--- src/hw/rtl/prsd_ram.sv ---
// generic single-write, single-read ram with registered read data
`timescale 1ns / 1ps
module prsd_ram #(
  parameter int WIDTH = 8,
  parameter int DEPTH = 256
) (
  input  logic                     clk,
  input  logic                     we,
  input  logic [$clog2(DEPTH)-1:0] waddr,
  input  logic [WIDTH-1:0]         wdata,
  input  logic                     re,
  input  logic [$clog2(DEPTH)-1:0] raddr,
  output logic [WIDTH-1:0]         rdata
);

  logic [WIDTH-1:0] mem [DEPTH];
  logic [WIDTH-1:0] rdata_r;

  always_ff @(posedge clk) begin
    if (we) begin
      mem[waddr] <= wdata;
    end
    if (re) begin
      rdata_r <= mem[raddr];
    end
  end

  assign rdata = rdata_r;

endmodule

--- config.mk ---
export PLATFORM = sky130hd
export DESIGN_NAME = prsd_ram
export DESIGN_NICKNAME = d
export VERILOG_FILES = /design/src/hw/rtl/prsd_ram.sv
export SDC_FILE = /design/constraint.sdc
export NUM_CORES = 2
export LEC_CHECK = 0
export BUFFER_PORTS_ARGS = -buffer_cell sky130_fd_sc_hd__buf_2
export CORE_ASPECT_RATIO = 1.75
export CORE_UTILIZATION = 36
export CTS_BUF_LIST = sky130_fd_sc_hd__clkbuf_16
export DETAILED_ROUTE_END_ITERATION = 8
export PLACE_DENSITY_LB_ADDON = 0.3
export SLEW_MARGIN = 20
export SYNTH_ARGS = -nofsm -noshare
export SYNTH_HDL_FRONTEND = slang
export SYNTH_SLANG_ARGS = --single-unit
--- constraint.sdc ---
create_clock -name clk -period 3.3 [get_ports clk]
set_input_delay 0.825 -clock clk [delete_from_list [all_inputs] [get_ports clk]]
set_output_delay 0.825 -clock clk [all_outputs]
set_load 0.02 [all_outputs]
==> results.sh <==
export IMPL_syn_inst=3733
export IMPL_clock_sinks=2056
export IMPL_period_needed_ps=3240
export IMPL_cts_hold_buf=0
export IMPL_maxSlewViolCount=0
export IMPL_cpPeakStageDelay_ps=540
export IMPL_grt_pass1_wl_um=312000
export IMPL_hold_viol=0
export IMPL_crit_path_cell_trace="buf_8 -> buf_12 -> buf_4 -> mux4_2 -> a22o_1 -> a221oi_1 -> o32ai_1 -> nor3_1 -> buf_4 -> nor4_1"
export IMPL_avgViaCountPerCell=5.43
export IMPL_chipWidth_um=358
export IMPL_via_count=40300
export IMPL_ys_types=54
export IMPL_rsz0062_at_grt="no"
export IMPL_routed_wl_um=218000
export IMPL_slowest_stage="mux4_2"
export IMPL_io_pins=35
export IMPL_tightest_slew_ps=886
export IMPL_path_class="in -> reg"
export IMPL_ant_nets=0
export IMPL_async_flop_share_pct=0
export IMPL_finish_net_count=4433
export IMPL_synth_top_flop_cell="edfxtp_1"
export IMPL_port_buffers=34
export IMPL_cts_tree="built"
export IMPL_grt_max_degree=115
export IMPL_ys_seq_area_share_pct=77.5
export IMPL_drc=0
export IMPL_worstSetupEndpointType="flop"
export IMPL_dr_pass1_iters=5
export IMPL_yosysWarnings=0
export IMPL_dieArea_um2=223000
export IMPL_ys_seq_elements=2056
export IMPL_finClkSkew_ps=29.0
export IMPL_synth_edff_count=2056
export IMPL_routabilityCongestion=0.847
export IMPL_num_rows=228
export IMPL_cts_buffer_depth=4
export IMPL_final_util_pct=42.6
export IMPL_grt_pass1_vias=42400
export IMPL_clkTransAtPathRegs_ps=70
export IMPL_layout_setup_ws_ps=56.5
export IMPL_hold_class="in -> reg"
export IMPL_cap_violations=0
export IMPL_setup_tns_ps=0
export IMPL_coreArea_um2=220000
export IMPL_setup_viol=0
export IMPL_overflow=0
export IMPL_required_ps=3860
export IMPL_die_h_um=624
export IMPL_powerDensity_nw_per_um2=557
export IMPL_root_buffer="clkbuf_16"
export IMPL_syn_area_um2=79600
export IMPL_cts_resized=0
export IMPL_fmax_mhz=308
export IMPL_cts_setup_buffers=0
export IMPL_postLayoutCellArea_um2=93900
export IMPL_p_leak_nw=30.1
export IMPL_ir_drop_uv=440
export IMPL_cp_arrival_ps=3810
export IMPL_path_buf_inv=4
export IMPL_clock_latency_ps=820
export IMPL_finalCritPeriodShare_pct=98.3
export IMPL_area_delta_synth_final_pct=17.9
export IMPL_status="complete, no violations"
export IMPL_syn_area_per_cell_um2=21.3
export IMPL_num_fill_cells=19200
export IMPL_cts_inserted_buffers=176
export IMPL_layout_drive_gt1_share_pct=31.8
export IMPL_regToRegSetupSlack_ps=510
export IMPL_cp_start_kind="input pin"
export IMPL_post_dp_hpwl_um=149000
export IMPL_cpLargestDelayFamily="compound AO/OA/AOI/OAI gates"
export IMPL_slew_headroom_pct=40.9
export IMPL_grt_util_all_layers_pct=19.6
export IMPL_holdWs_ps=320
export IMPL_initial_core_util_pct=36.2
export IMPL_antenna_found_initial=13
export IMPL_wl_per_cell_um=29.4
export IMPL_dpl_worst_slack_ps=-871
export IMPL_htreeDepth=4
export IMPL_path_max_fanout=14
export IMPL_dpl_cell_area_um2=88400
export IMPL_syn_nets=3760
export IMPL_dr_first_iter_drc_count=3547
export IMPL_cp_common_cell="buf_4"
kinds of logic (layout without fill, tap and decap cells):
kind of cell	count (synthesis)	after routing	synth area share [%]
buffers and inverters	235	1033	1.83
other	0	10	0
DFF	2056	2056	77.5
AOI/OAI and AO/OA	385	385	3.42
and+or+nand+nor	466	466	2.63
muxes	591	591	14.6
final timing paths:
kind / start / to / depth (start not counted)
worst min register to register: mem[215][4] / rdata[4] / 5
worst min-delay path: wdata[4] / mem[38][4] / 1
worst max-delay path: raddr[0] / rdata[3] / 10
worst max register to register: mem[83][3] / rdata[3] / 7
area by class of cell:
type	count	area [um^2]	share of cell area, %
flip-flops and latches	2056	61700	65.8
multi-input cells	1442	16500	17.6
repair buffers	728	6520	6.95
clock buffers	181	4530	4.82
well taps	2875	3600	3.83
clock inverters	122	947	1.01
diodes	10	25.0	0.0267
inverters	2	7.51	0.00800
routing by layer:
metal  vias up  global-route usage (%)  part of all wire [%]
met2      1224                    37.0                    56
met1     21700                    21.8                    35
met3       384                    2.08                   4.7
met4         4                    8.80                   4.9
met5         -                       0                0.0082
li1      17000                       -                     -
power by group:
part	switching (mW)	internal (mW)
Sequential	0.0356	28.8
Clock	9.30	11.1
Combinational	1.87	1.22
Total	11.2	41.1
metrics by stage:
step	instances	total power, mW
floorplan	3733	30.8
global placement	7103	32.5
detailed placement	7103	32.5
CTS	7406	52.7
global route	7407	53.6
finish	7416	52.3
synthesized netlist by cell type (2+ instances only):
cell | instances | area share (%)
nand2_1 | 33 | 0.16
buf_1 | 22 | 0.10
nor2b_1 | 31 | 0.24
nor4_1 | 24 | 0.19
a2111oi_1 | 2 | 0.025
o22ai_1 | 28 | 0.22
clkbuf_1 | 111 | 0.52
buf_2 | 31 | 0.19
o21ai_1 | 2 | 0.013
buf_12 | 8 | 0.20
and2_1 | 6 | 0.047
o221ai_1 | 46 | 0.51
a22o_1 | 8 | 0.088
nor2_1 | 282 | 1.3
and3b_1 | 2 | 0.022
nand3_1 | 34 | 0.21
a22oi_1 | 133 | 1.3
a21oi_1 | 96 | 0.60
a211oi_1 | 16 | 0.15
o211ai_1 | 10 | 0.094
or2_2 | 4 | 0.031
a2111oi_0 | 2 | 0.022
a311oi_1 | 2 | 0.022
mux4_1 | 2 | 0.066
a31oi_1 | 2 | 0.016
nand4_1 | 10 | 0.079
nor3_1 | 22 | 0.14
mux2i_1 | 134 | 1.7
buf_4 | 27 | 0.25
buf_6 | 21 | 0.30
buf_8 | 13 | 0.25
nand3b_1 | 2 | 0.019
nor4_2 | 3 | 0.047
o32ai_1 | 4 | 0.044
o21ai_0 | 10 | 0.063
nand2b_1 | 8 | 0.063
edfxtp_1 | 2056 | 78
a221oi_1 | 13 | 0.14
o22a_1 | 5 | 0.055
mux4_2 | 454 | 13
registers in the layout (all words and copies together) (netlist names):
| signal | cells |
|---|---|
| rdata | 8 |
| mem | 2048 |
placed cells by master, fill, tap and decap left out, types with 46 or more instances in the layout:
cell | synthesis | routed
buf_12 | 8 | 83
nor2_1 | 282 | 279
mux2i_1 | 134 | 134
o221ai_1 | 46 | 46
mux4_2 | 454 | 454
a22oi_1 | 133 | 133
a21oi_1 | 96 | 96
edfxtp_1 | 2056 | 2056
buf_4 | 27 | 613
clkbuf_16 | 0 | 181
Power figures use the tool's default switching activity.
